### src/bcpd_pkg.sv
// ----------------------------------------------------------------------------
// bcpd_pkg
// Shared types, opcode codes and helpers for the bytecode predecoder.
// ----------------------------------------------------------------------------
package bcpd_pkg;

  // Widths
  localparam int ADDR_BITS  = 24;   // width of the incoming byte offset
  localparam int START_BITS = 24;   // width of the reported start offset
  localparam int NEXT_BITS  = 25;   // width of the reported next offset
  localparam int SIZE_BITS  = 25;   // width of the code size register
  localparam int WORD_BITS  = 32;   // operand word width

  // Opcode groups (high nibble)
  localparam logic [3:0] GRP_BINOP = 4'h0;
  localparam logic [3:0] GRP_BASIC = 4'h1;
  localparam logic [3:0] GRP_LD    = 4'h2;
  localparam logic [3:0] GRP_LDA   = 4'h3;
  localparam logic [3:0] GRP_ST    = 4'h4;
  localparam logic [3:0] GRP_CTRL  = 4'h5;
  localparam logic [3:0] GRP_PATT  = 4'h6;
  localparam logic [3:0] GRP_BUILT = 4'h7;
  localparam logic [3:0] GRP_STOP  = 4'hF;

  // Variants (low nibble) that matter for operand counts and flow
  localparam logic [3:0] VAR_CONST   = 4'h0;
  localparam logic [3:0] VAR_STRING  = 4'h1;
  localparam logic [3:0] VAR_SEXP    = 4'h2;
  localparam logic [3:0] VAR_JMP     = 4'h5;
  localparam logic [3:0] VAR_END     = 4'h6;
  localparam logic [3:0] VAR_RET     = 4'h7;
  localparam logic [3:0] VAR_CJMPZ   = 4'h0;
  localparam logic [3:0] VAR_CJMPNZ  = 4'h1;
  localparam logic [3:0] VAR_CLOSURE = 4'h4;
  localparam logic [3:0] VAR_CALL    = 4'h6;
  localparam logic [3:0] VAR_FAIL    = 4'h9;
  localparam logic [3:0] VAR_LINE    = 4'h8;
  localparam logic [3:0] VAR_TAG     = 4'hA;
  localparam logic [3:0] VAR_ARRAY   = 4'h4;

  // Highest capture kind byte
  localparam logic [7:0] KIND_MAX = 8'd3;

  // Flow kinds
  localparam logic [2:0] FLOW_SEQ  = 3'd0;
  localparam logic [2:0] FLOW_JMP  = 3'd1;
  localparam logic [2:0] FLOW_CJMP = 3'd2;
  localparam logic [2:0] FLOW_CALL = 3'd3;
  localparam logic [2:0] FLOW_END  = 3'd4;

  // Error codes
  localparam logic [1:0] ERR_OK     = 2'd0;
  localparam logic [1:0] ERR_BAD_OP = 2'd1;
  localparam logic [1:0] ERR_JUMP   = 2'd2;
  localparam logic [1:0] ERR_TARGET = 2'd3;

  // Register map
  localparam logic CFG_IDX_CODE_SIZE = 1'b0;

  // Decode phase
  typedef enum logic [1:0] {
    PH_OPCODE,
    PH_WORD,
    PH_KIND,
    PH_INDEX
  } phase_t;

  // What one byte does to the instruction in flight
  typedef enum logic [1:0] {
    ACT_NONE,
    ACT_FINISH,
    ACT_FAIL_OP,
    ACT_FAIL_TGT
  } act_t;

  typedef struct packed {
    logic       ok;
    logic [1:0] words;
  } op_info_t;

  typedef struct packed {
    phase_t                  phase;
    logic [7:0]              opcode;
    logic [1:0]              word_idx;
    logic [1:0]              byte_idx;
    logic [23:0]             acc;        // low three bytes of the word
    logic [WORD_BITS-1:0]    caps_left;
    logic [START_BITS-1:0]   start;
    logic [WORD_BITS-1:0]    target;
    logic                    halted;
  } dec_state_t;

  typedef struct packed {
    logic [START_BITS-1:0] start_address;
    logic [NEXT_BITS-1:0]  next_address;
    logic [2:0]            flow_kind;
    logic [WORD_BITS-1:0]  target;
    logic                  has_target;
    logic [1:0]            error_code;
  } dec_result_t;

  // Operand word count of an opcode; ok low for an invalid opcode
  function automatic op_info_t op_words(input logic [7:0] opc);
    logic [3:0] h;
    logic [3:0] l;
    op_info_t   r;
    h = opc[7:4];
    l = opc[3:0];
    r = '{ok: 1'b0, words: 2'd0};
    case (h)
      GRP_BINOP: r.ok = (l >= 4'd1) && (l <= 4'd13);
      GRP_BASIC: begin
        r.ok = (l <= 4'd11);
        if (l == VAR_CONST || l == VAR_STRING || l == VAR_JMP) r.words = 2'd1;
        else if (l == VAR_SEXP)                                  r.words = 2'd2;
      end
      GRP_LD, GRP_LDA, GRP_ST: begin
        r.ok    = (l <= 4'd3);
        r.words = 2'd1;
      end
      GRP_CTRL: begin
        r.ok = (l <= 4'd10);
        if (l == VAR_CJMPZ || l == VAR_CJMPNZ || l == VAR_JMP ||
            l == VAR_LINE || l == VAR_TAG) r.words = 2'd1;
        else                               r.words = 2'd2;
      end
      GRP_PATT:  r.ok = (l <= 4'd6);
      GRP_BUILT: begin
        r.ok    = (l <= 4'd4);
        r.words = (l == VAR_ARRAY) ? 2'd1 : 2'd0;
      end
      GRP_STOP:  r.ok = 1'b1;
      default:   r.ok = 1'b0;
    endcase
    return r;
  endfunction

  // Target lies inside the code area (signed view)
  function automatic logic in_code(input logic [WORD_BITS-1:0] t,
                                   input logic [SIZE_BITS-1:0] size);
    return !t[WORD_BITS-1] && (t < WORD_BITS'(size));
  endfunction

endpackage

### src/bcpd_step.sv
// ----------------------------------------------------------------------------
// bcpd_step
// Per-byte decode step: next decode state and the result an item causes.
// ----------------------------------------------------------------------------
module bcpd_step
  import bcpd_pkg::*;
(
  input  dec_state_t              cur,
  input  logic [7:0]              code_byte,
  input  logic [ADDR_BITS-1:0]    byte_address,
  input  logic [SIZE_BITS-1:0]    code_size,
  output dec_state_t              nxt,
  output logic                    emit,
  output dec_result_t             res
);

  logic [7:0]           opc_cur;
  logic [WORD_BITS-1:0] word_val;
  logic [WORD_BITS-1:0] tgt_cur;
  logic [WORD_BITS-1:0] caps_dec;
  logic                 word_end;
  logic                 is_closure;
  logic                 is_call;
  logic                 last_word;
  op_info_t             info;
  act_t                 act;
  logic [2:0]           fin_flow;
  logic                 fin_has;
  logic [1:0]           fin_err;

  // Operands seen by this byte
  assign opc_cur    = (cur.phase == PH_OPCODE) ? code_byte : cur.opcode;
  assign word_val   = {code_byte, cur.acc};
  assign word_end   = (cur.byte_idx == 2'd3);
  assign tgt_cur    = (cur.phase == PH_OPCODE) ? '0 :
                      (cur.phase == PH_WORD && word_end && cur.word_idx == 2'd0) ?
                      word_val : cur.target;
  assign caps_dec   = cur.caps_left - WORD_BITS'(1);
  assign info       = op_words(opc_cur);
  assign is_closure = (opc_cur[7:4] == GRP_CTRL) && (opc_cur[3:0] == VAR_CLOSURE);
  assign is_call    = (opc_cur[7:4] == GRP_CTRL) && (opc_cur[3:0] == VAR_CALL);
  assign last_word  = (3'({1'b0, cur.word_idx}) + 3'd1) >= 3'(info.words);

  // Action classifier
  always_comb begin
    act = ACT_NONE;
    if (!cur.halted) begin
      unique case (cur.phase)
        PH_OPCODE: begin
          if (!info.ok)               act = ACT_FAIL_OP;
          else if (info.words == 2'd0) act = ACT_FINISH;
        end
        PH_KIND: begin
          if (code_byte > KIND_MAX) act = ACT_FAIL_OP;
        end
        PH_WORD: begin
          if (word_end) begin
            if (is_closure && cur.word_idx != 2'd0) begin
              // capture count: none or negative ends the closure
              if (word_val[WORD_BITS-1] || word_val == '0) act = ACT_FINISH;
            end else if (is_closure && !in_code(word_val, code_size)) begin
              act = ACT_FAIL_TGT;
            end else if (last_word) begin
              if (is_call && !in_code(tgt_cur, code_size)) act = ACT_FAIL_TGT;
              else                                          act = ACT_FINISH;
            end
          end
        end
        PH_INDEX: begin
          if (word_end && caps_dec == '0) act = ACT_FINISH;
        end
        default: act = ACT_NONE;
      endcase
    end
  end

  // Next decode state
  always_comb begin
    nxt = cur;
    if (!cur.halted) begin
      unique case (cur.phase)
        PH_OPCODE: begin
          nxt.opcode = code_byte;
          nxt.start  = START_BITS'(byte_address);
          nxt.target = '0;
          if (act == ACT_NONE) begin
            nxt.word_idx = 2'd0;
            nxt.byte_idx = 2'd0;
            nxt.phase    = PH_WORD;
          end
        end
        PH_KIND: begin
          if (act == ACT_NONE) begin
            nxt.byte_idx = 2'd0;
            nxt.phase    = PH_INDEX;
          end
        end
        PH_WORD, PH_INDEX: begin
          case (cur.byte_idx)
            2'd0:    nxt.acc[7:0]   = code_byte;
            2'd1:    nxt.acc[15:8]  = code_byte;
            2'd2:    nxt.acc[23:16] = code_byte;
            default: nxt.acc        = cur.acc;
          endcase
          if (!word_end) begin
            nxt.byte_idx = cur.byte_idx + 2'd1;
          end else if (cur.phase == PH_INDEX) begin
            nxt.caps_left = caps_dec;
            nxt.byte_idx  = 2'd0;
            nxt.phase     = PH_KIND;
          end else begin
            nxt.byte_idx = 2'd0;
            if (cur.word_idx == 2'd0) nxt.target = word_val;
            if (is_closure && cur.word_idx != 2'd0) begin
              nxt.caps_left = word_val;
              nxt.phase     = PH_KIND;
            end else begin
              nxt.word_idx = cur.word_idx + 2'd1;
              nxt.phase    = PH_WORD;
            end
          end
        end
        default: nxt = cur;
      endcase
      // end of instruction, or halt
      if (act != ACT_NONE) nxt.phase = PH_OPCODE;
      if (act == ACT_FAIL_OP || act == ACT_FAIL_TGT) nxt.halted = 1'b1;
    end
  end

  // Flow, target presence and jump range check of a completed instruction
  always_comb begin
    fin_flow = FLOW_SEQ;
    fin_has  = 1'b0;
    if (opc_cur[7:4] == GRP_STOP) begin
      fin_flow = FLOW_END;
    end else if (opc_cur[7:4] == GRP_BASIC) begin
      if (opc_cur[3:0] == VAR_JMP) begin
        fin_flow = FLOW_JMP;
        fin_has  = 1'b1;
      end else if (opc_cur[3:0] inside {VAR_END, VAR_RET}) begin
        fin_flow = FLOW_END;
      end
    end else if (opc_cur[7:4] == GRP_CTRL) begin
      if (opc_cur[3:0] inside {VAR_CJMPZ, VAR_CJMPNZ}) begin
        fin_flow = FLOW_CJMP;
        fin_has  = 1'b1;
      end else if (opc_cur[3:0] == VAR_CALL) begin
        fin_flow = FLOW_CALL;
        fin_has  = 1'b1;
      end else if (opc_cur[3:0] == VAR_CLOSURE) begin
        fin_has  = 1'b1;
      end else if (opc_cur[3:0] == VAR_FAIL) begin
        fin_flow = FLOW_END;
      end
    end
    fin_err = ((fin_flow == FLOW_JMP || fin_flow == FLOW_CJMP) &&
               !in_code(tgt_cur, code_size)) ? ERR_JUMP : ERR_OK;
  end

  // Result fields
  always_comb begin
    emit               = (act != ACT_NONE);
    res.start_address  = (cur.phase == PH_OPCODE) ? START_BITS'(byte_address) : cur.start;
    res.next_address   = NEXT_BITS'({1'b0, byte_address} + (ADDR_BITS + 1)'(1));
    res.flow_kind      = FLOW_SEQ;
    res.target         = '0;
    res.has_target     = 1'b0;
    res.error_code     = ERR_OK;
    case (act)
      ACT_FAIL_OP: res.error_code = ERR_BAD_OP;
      ACT_FAIL_TGT: begin
        res.target     = tgt_cur;
        res.has_target = 1'b1;
        res.error_code = ERR_TARGET;
      end
      ACT_FINISH: begin
        res.flow_kind  = fin_flow;
        res.target     = fin_has ? tgt_cur : '0;
        res.has_target = fin_has;
        res.error_code = fin_err;
      end
      default: res.error_code = ERR_OK;
    endcase
  end

endmodule

### src/bytecode_instruction_predecoder.sv
// ----------------------------------------------------------------------------
// bytecode_instruction_predecoder
// Byte-stream predecoder: finds instruction boundaries, flow kind and targets.
// ----------------------------------------------------------------------------
// Takes one code byte per cycle with its offset, unless stalled as below. Each accepted
// item lands in an input register; the decode step between that register and
// the result register advances the decode state by one byte; a result is
// registered and shown on out_valid when the step consumes the item carrying
// an instruction's last byte. Bytes completing no instruction keep flowing in
// while a result waits at the output; only a byte that would produce a second
// result stalls until the waiting one is taken. A bad opcode or capture kind,
// or a closure or call target outside [0, code_size), gives one error result
// and then the block swallows every further byte without result until reset.
// Write code_size through the APB port only while the block is idle.
// ----------------------------------------------------------------------------
module bytecode_instruction_predecoder
  import bcpd_pkg::*;
(
  input  logic                  clk,
  input  logic                  rst_n,
  // byte input
  input  logic                  in_valid,
  output logic                  in_ready,
  input  logic [7:0]            in_code_byte,
  input  logic [ADDR_BITS-1:0]  in_byte_address,
  // result output
  output logic                  out_valid,
  input  logic                  out_ready,
  output logic [START_BITS-1:0] out_start_address,
  output logic [NEXT_BITS-1:0]  out_next_address,
  output logic [2:0]            out_flow_kind,
  output logic signed [WORD_BITS-1:0] out_target,
  output logic                  out_has_target,
  output logic [1:0]            out_error_code,
  // configuration
  input  logic                  psel,
  input  logic                  penable,
  input  logic                  pwrite,
  input  logic [2:0]            paddr,
  input  logic [31:0]           pwdata,
  output logic [31:0]           prdata,
  output logic                  pready
);

  logic                  in_vld_r;
  logic [7:0]            in_byte_r;
  logic [ADDR_BITS-1:0]  in_addr_r;
  dec_state_t            state_r;
  dec_state_t            state_nxt;
  logic [SIZE_BITS-1:0]  code_size_r;
  logic                  out_vld_r;
  dec_result_t           out_r;
  dec_result_t           res;
  logic                  emit;
  logic                  proc_go;

  // Configuration register
  assign pready = 1'b1;
  assign prdata = (paddr[2] == CFG_IDX_CODE_SIZE) ? 32'(code_size_r) : '0;

  always_ff @(posedge clk) begin
    if (!rst_n) begin
      code_size_r <= '0;
    end else if (psel && penable && pwrite && paddr[2] == CFG_IDX_CODE_SIZE) begin
      code_size_r <= pwdata[SIZE_BITS-1:0];
    end
  end

  // Decode step
  bcpd_step u_step (
    .cur          (state_r),
    .code_byte    (in_byte_r),
    .byte_address (in_addr_r),
    .code_size    (code_size_r),
    .nxt          (state_nxt),
    .emit         (emit),
    .res          (res)
  );

  // Handshake: a byte is consumed unless its result has nowhere to go
  assign proc_go  = in_vld_r && (!emit || !out_vld_r || out_ready);
  assign in_ready = !in_vld_r || proc_go;

  // Input register
  always_ff @(posedge clk) begin
    if (!rst_n) begin
      in_vld_r <= 1'b0;
    end else if (in_ready) begin
      in_vld_r <= in_valid;
    end
  end

  always_ff @(posedge clk) begin
    if (in_valid && in_ready) begin
      in_byte_r <= in_code_byte;
      in_addr_r <= in_byte_address;
    end
  end

  // Decode state
  always_ff @(posedge clk) begin
    if (!rst_n) begin
      state_r <= '{phase: PH_OPCODE, opcode: '0, word_idx: '0, byte_idx: '0,
                   acc: '0, caps_left: '0, start: '0, target: '0, halted: 1'b0};
    end else if (proc_go) begin
      state_r <= state_nxt;
    end
  end

  // Result register
  always_ff @(posedge clk) begin
    if (!rst_n) begin
      out_vld_r <= 1'b0;
    end else if (proc_go && emit) begin
      out_vld_r <= 1'b1;
    end else if (out_ready) begin
      out_vld_r <= 1'b0;
    end
  end

  always_ff @(posedge clk) begin
    if (proc_go && emit) begin
      out_r <= res;
    end
  end

  assign out_valid         = out_vld_r;
  assign out_start_address = out_r.start_address;
  assign out_next_address  = out_r.next_address;
  assign out_flow_kind     = out_r.flow_kind;
  assign out_target        = out_r.target;
  assign out_has_target    = out_r.has_target;
  assign out_error_code    = out_r.error_code;

  // Checks
  a_halt_sticky: assert property (@(posedge clk) disable iff (!rst_n)
    state_r.halted |=> state_r.halted)
    else $error("halt state cleared without reset");

  a_halt_silent: assert property (@(posedge clk) disable iff (!rst_n)
    in_vld_r && state_r.halted |-> !emit)
    else $error("result produced while halted");

  a_halt_flow: assert property (@(posedge clk) disable iff (!rst_n)
    out_vld_r && (out_r.error_code == ERR_BAD_OP || out_r.error_code == ERR_TARGET)
    |-> out_r.flow_kind == FLOW_SEQ)
    else $error("halting error with non-sequential flow kind");

  a_no_target: assert property (@(posedge clk) disable iff (!rst_n)
    out_vld_r && !out_r.has_target |-> out_r.target == '0)
    else $error("target reported without has_target");

endmodule

### config.mk
export PLATFORM = sky130hd
export DESIGN_NAME = bytecode_instruction_predecoder
export DESIGN_NICKNAME = d
export VERILOG_FILES = /design/src/bcpd_pkg.sv /design/src/bcpd_step.sv /design/src/bytecode_instruction_predecoder.sv
export SDC_FILE = /design/constraint.sdc
export NUM_CORES = 1
export LEC_CHECK = 0
export ABC_CLOCK_PERIOD_IN_PS = 8300
export BUFFER_PORTS_ARGS = -buffer_cell sky130_fd_sc_hd__buf_2
export CAP_MARGIN = 20
export CORE_ASPECT_RATIO = 1.25
export CORE_MARGIN = 2
export CORE_UTILIZATION = 45
export DETAILED_ROUTE_END_ITERATION = 7
export PLACE_DENSITY_LB_ADDON = 0.25
export SLEW_MARGIN = 10
export SYNTH_ARGS = -nofsm -noshare
export SYNTH_HDL_FRONTEND = slang
export SYNTH_SLANG_ARGS = --single-unit
### constraint.sdc
create_clock -name clk -period 8.3 [get_ports clk]
set_clock_uncertainty 0.2 [all_clocks]
set_input_delay 0.415 -clock clk [delete_from_list [all_inputs] [get_ports clk]]
set_output_delay 0.415 -clock clk [all_outputs]
set_load 0.01 [all_outputs]
# Word-level counts from Yosys, hierarchy flattened
# Cells that the tools add are included.
[word_totals] elab_cells=207 latch_bits=0 mem_bits_rw=0 mem_count=0 ff_bits=273 rom_bits=0 out_inout_bits=122 inputBits=74
[classes] order_cmp=11 muxes=68 n_shift=0 n_eq_ne=37 div_mod_pow=0 n_bitwise=2 n_addsub=5 n_mul=0 reduce_logical=62
[op_table] cell="2-to-1 mux 32 bit" n=8
[op_table] cell="case mux 33 bit (2 select lines)" n=1
[op_table] cell="logical NOT 32 bit" n=2
[op_table] cell="< comparator 32 x 25 -> 1 bit" n=2
[op_table] cell="case mux 32 bit (2 select lines)" n=1
[op_table] cell="2-to-1 mux 2 bit" n=23
[op_table] cell="equality test 4 x 3 -> 1 bit (second input constant)" n=8
[op_table] cell="subtractor 32 x 1 -> 32 bit (second input constant)" n=1
[op_table] cell="2-to-1 mux 3 bit" n=9
[op_table] cell="adder 24 x 1 -> 25 bit (second input constant)" n=1
[op_table] cell="2-to-1 mux 25 bit" n=1
[op_table] cell="2-to-1 mux 24 bit" n=1
[op_table] cell="logical AND 1 bit" n=18
[op_table] cell="case mux 2 bit (3 select lines)" n=3
[op_table] cell="equality test 4 bit (second input constant)" n=4
[op_table] cell="case mux 2 bit (4 select lines)" n=2
[op_table] cell="AND reduction 4 bit" n=4
[op_table] cell="2-to-1 mux 1 bit" n=15
[op_table] cell="nonzero test 2 bit" n=7
[op_table] cell="equality test 2 bit (second input constant)" n=6
[op_table] cell="equality test 4 x 2 -> 1 bit (second input constant)" n=3
[op_table] cell="<= comparator 4 bit (second input constant)" n=3
[op_table] cell="logical NOT 2 bit" n=5
[op_table] cell="logical OR 1 bit" n=10
[op_table] cell="28 further kinds" n=47

# Longest topological paths before layout
# Gate-level depths: netlist of the first run.
[depth] depth_word=23 depth_mapped=22 depth_no_buf=17

# By module
# From an unflattened synthesis of the first run, not the netlist that was laid out.
[unflattened] cells_unflattened=1837 area_unflattened_um2=16428.3
[modules_own_cells] module="bytecode_instruction_predecoder" area_each_um2=10095.9 cells_per_inst=827 seq_area_each_um2=6656.4 n_inst=1
[modules_own_cells] module="bcpd_step" area_each_um2=6332.3 cells_per_inst=1010 seq_area_each_um2=0.0 n_inst=1

# Worst setup path after synthesis of the first run
# Ideal clock, no wire load.
[synth_timing] path_type="reg-to-reg" start="register state_r[125] in the netlist's numbering" end="register state_r[125] in the netlist's numbering" stages_incl_launch_ff=17 synth_period_minus_slack_ns=9.056 required_ns=7.771 n_path_buf=3 arrival_ns=8.527 path_slack_ns=-0.756 setup_time_ns=0.329 path_cell_list="dfxtp_1 buf_6 or2_2 clkbuf_1 a31o_2 or4_1 o2bb2ai_1 fa_1 o31a_1 or3_1 or4_1 a311o_1 a311oi_4 nor4_4 buf_2 nor2_1 a2111oi_2"
[synth_via] elab_chain_cells=22 word_cells_on_any_way=81 classes_between="9 x order compare; 21 x eq/ne; 23 x mux; 28 x reduce/logical"
[synth_rtl] element="from (decl)" line_no="bytecode_instruction_predecoder.sv:48" source="dec_state_t state_r;"
[synth_rtl] element="from (signal assigned)" line_no="bytecode_instruction_predecoder.sv:103" source="state_r <= '{phase: PH_OPCODE, opcode: '0, word_idx: '0, byte_idx: '0,"
[synth_rtl] element="from (signal assigned)" line_no="bytecode_instruction_predecoder.sv:106" source="state_r <= state_nxt;"
[synth_rtl] element="equality test 2 x 1 -> 1 bit / logical NOT 2 bit (equally long branches)"
[synth_rtl] element="logical AND 1 bit / 2-to-1 mux 8 bit (equally long branches)"
[synth_rtl] element="logical AND 1 bit (tied with other cells)" line_no="bcpd_step.sv:36" source="(cur.phase == PH_WORD && word_end && cur.word_idx == 2'd0) ?"
[synth_rtl] element="2-to-1 mux 32 bit / logical OR 1 bit (equally long branches)" line_no="bcpd_step.sv:36, bcpd_pkg.sv:114, bcpd_pkg.sv:123"
[synth_rtl] element="2-to-1 mux 32 bit / logical OR 1 bit (equally long branches)" line_no="bcpd_step.sv:35, bcpd_pkg.sv:114, bcpd_pkg.sv:123"
[synth_rtl] element="< comparator 32 x 25 -> 1 bit (tied with other cells)" line_no="bcpd_pkg.sv:141" source="return !t[WORD_BITS-1] && (t < WORD_BITS'(size));"
[synth_rtl] element="logical AND 1 bit / logical OR 1 bit (equally long branches)" line_no="bcpd_pkg.sv:141, bcpd_pkg.sv:124"
[synth_rtl] element="logical NOT 1 bit / 2-to-1 mux 2 bit (equally long branches)" line_no="bcpd_step.sv:64, bcpd_pkg.sv:123"
[synth_rtl] element="[5 not listed]"
[synth_rtl] element="2-to-1 mux 2 bit" line_no="bcpd_step.sv:57" source="if (word_end) begin"
[synth_rtl] element="case mux 2 bit (4 select lines)" line_no="bcpd_step.sv:48" source="unique case (cur.phase)"
[synth_rtl] element="2-to-1 mux 2 bit" line_no="bcpd_step.sv:47" source="if (!cur.halted) begin"
[synth_rtl] element="nonzero test 2 bit" line_no="bcpd_step.sv:126, bcpd_step.sv:163"
[synth_rtl] element="logical NOT 1 bit" line_no="bytecode_instruction_predecoder.sv:81" source="assign proc_go = in_vld_r && (!emit || !out_vld_r || out_ready);"
[synth_rtl] element="logical OR 1 bit (2 in series)" line_no="bytecode_instruction_predecoder.sv:81"
[synth_rtl] element="logical AND 1 bit" line_no="bytecode_instruction_predecoder.sv:81"
[synth_rtl] element="AND reduction 5 bit (no source line)"
# Several ways; a longest one is shown, not always the timed one. The select of a mux whose other input is x is not followed.
# A chain may end at the register's enable or synchronous reset.

# Final worst setup path of the first run
[layout_timing] start="register state_r[113] in the netlist's numbering" end="output in_ready"
[layout_via] elab_chain_cells=22 word_cells_on_any_way=25 classes_between="1 x order compare; 1 x eq/ne; 10 x mux; 13 x reduce/logical"
[layout_rtl] element="equality test 2 bit (*)" line_no="bcpd_step.sv:34" source="assign word_end = (cur.byte_idx == 2'd3);"
[layout_rtl] element="logical AND 1 bit (2 in series)" line_no="bcpd_step.sv:36"
[layout_rtl] element="2-to-1 mux 32 bit" line_no="bcpd_step.sv:36"
[layout_rtl] element="2-to-1 mux 32 bit" line_no="bcpd_step.sv:35" source="assign tgt_cur = (cur.phase == PH_OPCODE) ? '0 :"
[layout_rtl] element="< comparator 32 x 25 -> 1 bit / logical NOT 1 bit (equally long branches)" line_no="bcpd_pkg.sv:141"
[layout_rtl] element="logical AND 1 bit" line_no="bcpd_pkg.sv:141"
[layout_rtl] element="logical NOT 1 bit" line_no="bcpd_step.sv:64" source="if (is_call && !in_code(tgt_cur, code_size)) act = ACT_FAIL_TGT;"
[layout_rtl] element="logical AND 1 bit" line_no="bcpd_step.sv:64"
[layout_rtl] element="[4 not listed]"
[layout_rtl] element="2-to-1 mux 2 bit" line_no="bcpd_step.sv:57"
[layout_rtl] element="case mux 2 bit (4 select lines) (*)" line_no="bcpd_step.sv:48"
[layout_rtl] element="2-to-1 mux 2 bit (*)" line_no="bcpd_step.sv:47"
[layout_rtl] element="nonzero test 2 bit (*)" line_no="bcpd_step.sv:163" source="emit = (act != ACT_NONE);"
[layout_rtl] element="logical NOT 1 bit (*)" line_no="bytecode_instruction_predecoder.sv:81"
[layout_rtl] element="logical OR 1 bit (*) (2 in series)" line_no="bytecode_instruction_predecoder.sv:81"
[layout_rtl] element="logical AND 1 bit (*)" line_no="bytecode_instruction_predecoder.sv:81"
[layout_rtl] element="logical OR 1 bit (*)" line_no="bytecode_instruction_predecoder.sv:82" source="assign in_ready = !in_vld_r || proc_go;"
[layout_rtl] element="to (decl)" line_no="bytecode_instruction_predecoder.sv:23" source="output logic in_ready,"
# Every way passes the cells marked *; elsewhere a longest branch is shown, timed or not.

==> metrics.md, run 1 <==
| Metric | Value |
|---|---|
| Commonest cells after routing, fill and taps aside | nand2_1 (316), buf_2 (177), dfxtp_1 (153), a21oi_1 (127), edfxtp_1 (119) |
| Number of port buffers | 178 |
| Via/cell ratio | 5.82 |
| Total power | 3.37 mW |
| Critical Path Stages | 17 |
| Clock Tree Root | clkbuf_16 |
| Outcome | completed |
| Setup TNS | 0 ps |
| Largest net degree at the start of global routing | 79 |
| Crit-path cells | ha_1 -> nand2_1 -> nor2_1 -> nand2_1 -> nand2_1 -> a21oi_1 -> ha_1 -> a211o_1 -> o211ai_1 -> a21oi_1 -> o21ai_0 -> a311o_1 -> a311oi_4 -> buf_4 -> nor4_4 -> nand3b_1 -> buf_2 |
| EDFF count, synth | 119 |
| Pins over their slew limit | 0 |
| Yosys top cell area share | 0.242 |
| Compound-Gate Fraction of Synth Area | 0.147 |
| Clk slew on worst S/H paths | 60 ps |
| Antenna violations before repair | 0 |
| Critical path type | register to primary output |
| Post-DR wirelength/cell | 18.9 microns |
| DRT iter0 DRCs | 1151 |
| Area Overhead vs Synth | 18.8% |
| CP startpoint | state_r[113]$_SDFFE_PN0P_ |
| TritonCTS Buffers | 30 |
| Postcts setup bufs | 0 |
| Xor/xnor share of the synthesized area | 0.0178 |
| Hpwl dp | 28600 microns |
| Residual DRC | 0 |
| Grt ovf | 0 |
| CTS tree | built |
| Initial core utilization | 0.454 |
| Chip height | 206 microns |
| Worst-margin pin slew | 995 ps |
| Crit path required time | 7690 ps |
| Die area | 34300 sq um |
| Max stage delay on crit path | 890 ps |
| Drt total wl | 43000 microns |
| Final Core Density | 0.539 |
| Max_slew headroom | 0.332 |
| Vias post-DR | 13200 |
| Critical Path Source Type | register |
| CTS sink cnt | 273 |
| CP delay by family, top | simple AND/OR/NAND/NOR gates |
| Routed Antenna Nets | 0 |
| Post-synthesis area per instance | 8.88 sq um |
| CP endpoint | in_ready |
| Syn. warnings | 0 |
| Row cnt | 74 |
| Worst Hold Class | primary input to register |
| First-pass GRT wire length | 67300 microns |
| Max Root-Sink Buffers | 3 |
| Worst setup EP type | primary output |
| Post-synthesis adder-cell area fraction | 0.0497 |
| MaxCap Viol Count | 0 |
| R2R Path End | in_byte_r[3]$_DFFE_PP_ |
| H-tree depth | 1 |
| Critical Path Most Common Cell | nand2_1 |
| #FFs+latches synth | 273 |
| GP Congestion | 0.907 |
| Seq/Total Area, Yosys | 0.451 |
| Worst VDD drop | 0.216 mV |
| Critical path buffers and inverters | 2 |
| TritonRoute pass-1 iters | 5 |
| R2r worst-path depth | 17 |
| Total GRT Usage | 0.242 |
| CP max FO | 25 |
| Clk_lat worst skew | 570 ps |
| Synth Instances | 1662 |
| PD cells | 192 nW/um^2 |
| Slowest CP cell | nor4_4 |
| Core area | 32500 sq um |
| FMAX | 150 MHz |
| RSZ-0062 raised after global routing | false |
| Commonest non-fill, non-tap cell in the layout | nand2_1 |
| Yosys top cell by area | edfxtp_1 |
| Post-synthesis mux area share | 0.0421 |
| Hold Violations, Final | 0 |
| Asr flop ratio synth | 0 |
| Cell variety after synth | 80 |
| Fill cells | 2992 |
| Period utilization | 0.805 |
| I/O pins | 196 |
| Share of cells above drive strength 1 | 0.156 |
| Post-synth top flop | dfxtp_1 |
| Mapped Area | 14800 sq um |
| Largest family of logic cells by synthesized area | simple AND/OR/NAND/NOR gates |
| ANT cells | 0 |
| Final-stage net count | 1964 |
| Final setup viols | 0 |
| Setup slack, reg-to-reg | 1630 ps |
| LEAKAGE | 6.94 nW |
| Critical Path AT | 6060 ps |
| Synth Area in Simple Gates | 0.239 |
| Synth top area cells | edfxtp_1 (24%), dfxtp_1 (21%), nand2_1 (8.0%), ha_1 (4.8%), a21oi_1 (4.3%) |
| Worst R2R Start | state_r[113]$_SDFFE_PN0P_ |
| Period minus WS final | 6680 ps |
| Vias in the first global route | 12700 |
| Die width | 166 microns |
## worst min-delay path by stage
stage | startpoint | endpoint | slack (ps) | cells past startpoint
2_1_floorplan | code_size_r[10]$_SDFFE_PN0P_ | code_size_r[10]$_SDFFE_PN0P_ | 240 | 2
3_3_place_gp | code_size_r[23]$_SDFFE_PN0P_ | code_size_r[23]$_SDFFE_PN0P_ | 240 | 2
3_5_place_dp | code_size_r[5]$_SDFFE_PN0P_ | code_size_r[5]$_SDFFE_PN0P_ | 250 | 2
4_1_cts | out_ready | in_vld_r$_SDFFE_PN0P_ | 90 | 4
5_1_grt | out_ready | in_vld_r$_SDFFE_PN0P_ | 120 | 4
6_report | out_ready | in_vld_r$_SDFFE_PN0P_ | 100 | 4
## metrics by stage
step                setup slack (ps)  std cells  hold WS, ps  area, sq um
floorplan                        786       1668          236        14800
global placement                1660       2156          242        15800
detailed placement              1670       2158          247        15800
CTS                             1650       2270         87.0        17500
global route                    1350       2272          120        17500
finish                          1620       2272         95.7        17500
## worst register-to-register path: stages (launching register included)
cell      delay, ps
dfxtp_1         420
ha_1            630
nand2_1         150
nor2_1          160
nand2_1         580
nand2_1         250
a21oi_1         110
ha_1            310
a211o_1         290
o211ai_1         80
a21oi_1          80
o21ai_0         500
a311o_1         340
a311oi_4        100
buf_4           220
nor4_4          890
nand3b_1        240
and2_2          710
## state kept, by name (all words and copies together), names as in the netlist
signal             count
state_r              127
out_target            32
code_size_r           25
out_next_address      25
in_addr_r             24
out_start_address     24
in_byte_r              8
out_flow_kind          3
out_error_code         2
in_vld_r               1
out_has_target         1
out_valid              1
## cells in the mapped netlist (all sizes together), types with 10 or more instances
library cell  number
nand2            316
dfxtp            154
a21oi            128
edfxtp           119
clkbuf            92
nor2              90
nor3              85
nand3             67
mux2i             62
ha                57
inv               45
o21ai             45
buf               37
and2              34
a31oi             28
nand4             25
nor4              25
xnor2             23
a211oi            15
o31ai             14
or3               11
or4               11
nand2b            10
nor2b             10
o22ai             10
## cell families after synthesis
group | after synthesis
AO/OA/AOI/OAI | 329
XOR/XNOR | 30
adder cells (fa/ha/maj) | 58
buffers and inverters | 174
flip-flops | 273
multiplexers | 62
other | 2
AND/OR/NAND/NOR | 734
## power by group
group          internal, mW  switching, mW
Clock                 0.940          0.568
Sequential             1.47         0.0440
Combinational         0.128          0.216
Total                  2.54          0.828
## metal layers
layer  vias to the layer above  part of all wire  GRT usage
li1                       6321                 -          -
met1                      6288              0.40      0.287
met2                       501              0.51      0.442
met3                       110             0.052     0.0297
met4                         0             0.039      0.103
met5                         -                 0          0
## final cells by class
cell class	instances	area [sq um]	share of cell area
repair buffers	261	1670	0.0950
well taps	418	523	0.0298
multi-input cells	1221	7390	0.421
clock buffers	41	896	0.0511
clock inverters	13	230	0.0131
inverters	45	169	0.00964
flip-flops and latches	273	6660	0.380
## what timing repair did
item                      in CTS  in global routing
gates resized for setup        0                  0
hold buffers                  58                  0
hold endpoints to repair      58                  0
No activity file was read; power rests on OpenSTA's default activity.
==> run 2: changes to the inputs <==
ABC_CLOCK_PERIOD_IN_PS = 6400   (was 8300)
clock period = 6.4 ns   (was 8.3 ns; I/O delays follow)
==> run 2 against run 1 <==
Critical path depth down 1. Non-clock buffer count up 16. Register-to-register slack worse by 1000 ps. Clock-buffer cell count up 2. Wire length up 0.43%. First-iteration DRC count down 17%. Total power up 25%.
==> metrics.md, run 2 (same netlist as run 1, synthesis figures left out) <==
| Metric | Value |
|---|---|
| Postcts setup bufs | 0 (unchanged) |
| Routed Antenna Nets | 0 (unchanged) |
| Grt ovf | 0 (unchanged) |
| Worst setup EP type | primary output (unchanged) |
| RSZ-0062 raised after global routing | false (unchanged) |
| Hold Violations, Final | 0 (unchanged) |
| Crit path required time | 5880 ps (was 7690 ps) |
| Biggest register | state_r (unchanged) |
| Number of port buffers | 178 (unchanged) |
| Die area | 34300 sq um (unchanged) |
| Max Root-Sink Buffers | 3 (unchanged) |
| Max_slew headroom | 0.231 (was 0.332) |
| Critical path type | register to primary output (unchanged) |
| Fill cells | 2948 (was 2992) |
| Clk slew on worst S/H paths | 60 ps (about the same) |
| Final-stage net count | 1980 (was 1964) |
| Area Overhead vs Synth | 19.1% (was 18.8%) |
| Antenna violations before repair | 0 (unchanged) |
| Combinational power share | 0.111 (was 0.102) |
| Commonest cells after routing, fill and taps aside | nand2_1 (316), buf_2 (177), dfxtp_1 (153), a21oi_1 (127), edfxtp_1 (119) (unchanged) |
| Outcome | completed (unchanged) |
| Worst Hold Class | primary input to register (unchanged) |
| Vias post-DR | 13100 (was 13200) |
| Total GRT Usage | 0.246 (was 0.242) |
| Via/cell ratio | 5.73 (was 5.82) |
| Max stage delay on crit path | 630 ps (was 890 ps) |
| Final WS setup | 568 ps (was 1620 ps) |
| Final setup viols | 0 (unchanged) |
| PD cells | 240 nW/um^2 (was 192 nW/um^2) |
| Critical Path Source Type | register (unchanged) |
| TritonRoute pass-1 iters | 5 (unchanged) |
| Initial core utilization | 0.454 (unchanged) |
| Setup TNS | 0 ps (unchanged) |
| First-pass GRT wire length | 68200 microns (was 67300 microns) |
| P_int | 3.15 mW (was 2.54 mW) |
| Clock network fraction of total power | 0.426 (was 0.448) |
| ANT cells | 0 (unchanged) |
| Sequential share of power | 0.463 (was 0.450) |
| MaxCap Viol Count | 0 (unchanged) |
| Core area | 32500 sq um (unchanged) |
| TritonCTS Buffers | 30 (unchanged) |
| Largest register FFs | 127 (unchanged) |
| Row cnt | 74 (unchanged) |
| Slowest CP cell | edfxtp_1 (was nor4_4) |
| LEAKAGE | 6.99 nW (was 6.94 nW) |
| Share of cells above drive strength 1 | 0.163 (was 0.156) |
| Chip height | 206 microns (unchanged) |
| CTS sink cnt | 273 (unchanged) |
| DRT iter0 DRCs | 959 (was 1151) |
| CP max FO | 10 (was 25) |
| Commonest non-fill, non-tap cell in the layout | nand2_1 (unchanged) |
| I/O pins | 196 (unchanged) |
| Critical Path AT | 5310 ps (was 6060 ps) |
| Residual DRC | 0 (unchanged) |
| Psw | 1.08 mW (was 828 uW) |
| Drt total wl | 43200 microns (was 43000 microns) |
| Critical path buffers and inverters | 2 (unchanged) |
| Period utilization | 0.911 |
| Pins over their slew limit | 0 (unchanged) |
| Clk_lat worst skew | 570 ps (about the same) |
| Hpwl dp | 30000 microns (was 28600 microns) |
| H-tree depth | 1 (unchanged) |
| Pre-CTS WS | 644 ps (was 1670 ps) |
| FMAX | 171 MHz |
| Die width | 166 microns (unchanged) |
| Post-DR wirelength/cell | 18.8 microns (was 18.9 microns) |
| CTS tree | built (unchanged) |
| CP delay by family, top | simple AND/OR/NAND/NOR gates (unchanged) |
| Sw Share | 0.255 (was 0.246) |
| Worst-margin pin slew | 1150 ps (was 995 ps) |
| Largest net degree at the start of global routing | 86 (was 79) |
| Period minus WS final | 5830 ps |
| Worst VDD drop | 0.350 mV (was 0.216 mV) |
| Vias in the first global route | 12600 (was 12700) |
| Clock Tree Root | clkbuf_16 (unchanged) |
| GP Congestion | 0.920 (was 0.907) |
| Crit-path cells | nor4b_1 -> a31oi_1 -> or2_0 -> nor2_1 -> nor4_1 -> inv_1 -> ha_1 -> nor2b_1 -> o31a_1 -> or3_1 -> or4_1 -> a311o_1 -> a311oi_4 -> nor4_4 -> nand3b_1 -> buf_2 (was ha_1 -> nand2_1 -> nor2_1 -> nand2_1 -> nand2_1 -> a21oi_1 -> ha_1 -> a211o_1 -> o211ai_1 -> a21oi_1 -> o21ai_0 -> a311o_1 -> a311oi_4 -> buf_4 -> nor4_4 -> nand3b_1 -> buf_2) |
run 2: metal layers:
| metal | wire length (microns) | GRT usage |
|---|---|---|
| met1 | 17700 | 0.296 |
| met2 | 22000 | 0.451 |
| met3 | 2050 | 0.0287 |
| met4 | 1410 | 0.0929 |
| met5 | 0 | 0 |
run 2: final timing paths:
check                                   start                     endpoint  slack [ps]  cells past startpoint
setup / recovery       in_byte_r[4]$_DFFE_PP_                     in_ready         570                     16
setup reg to reg       in_byte_r[4]$_DFFE_PP_      out_target[8]$_DFFE_PP_         630                     17
hold reg to reg   code_size_r[6]$_SDFFE_PN0P_  code_size_r[6]$_SDFFE_PN0P_         250                      2
hold / removal                          rst_n     state_r[31]$_SDFFE_PN0P_          50                      3
run 2: repair_timing:
action                    in CTS  in global routing
hold endpoints to repair      58                  0
resized for setup              0                  0
hold buffers                  59                  0
run 2: area by class of cell:
cell class,instances,area [sq um],share of cell area
timing repair buffer,277,1800,0.102
clock inverter,13,129,0.00733
tap,418,523,0.0298
clock buffer,43,903,0.0514
sequential,273,6660,0.379
multi-input combinational,1221,7390,0.421
inverter,45,169,0.00961
run 2: through the flow:
stage	instances	hold WS, ps	area [sq um]	util	total power, mW
floorplan	1668	219	14800	-	2.27
global placement	2174	242	15900	0.490	2.42
detailed placement	2175	247	15900	0.491	2.43
CTS	2290	22.3	17600	0.541	4.26
global route	2290	40.4	17600	0.541	4.38
finish	2290	46.3	17600	0.541	4.22
run 2: worst register-to-register path, delay by kind of cell (launching register included):
kind | cells | cell delay (ps)
compound gates | 4 | 1370
fa+ha+maj | 1 | 280
buf+inv | 3 | 680
flops | 1 | 630
simple gates | 9 | 2270
run 2: power groups by stage:
stage / Clock [mW] / Sequential (mW) / Combinational, mW
3_5_place_dp: 0 / 1.99 / 0.438
3_3_place_gp: 0 / 1.99 / 0.430
5_1_grt: 1.91 / 1.96 / 0.509
4_1_cts: 1.84 / 1.95 / 0.467
2_1_floorplan: 0 / 2.00 / 0.274
6_report: 1.80 / 1.95 / 0.467
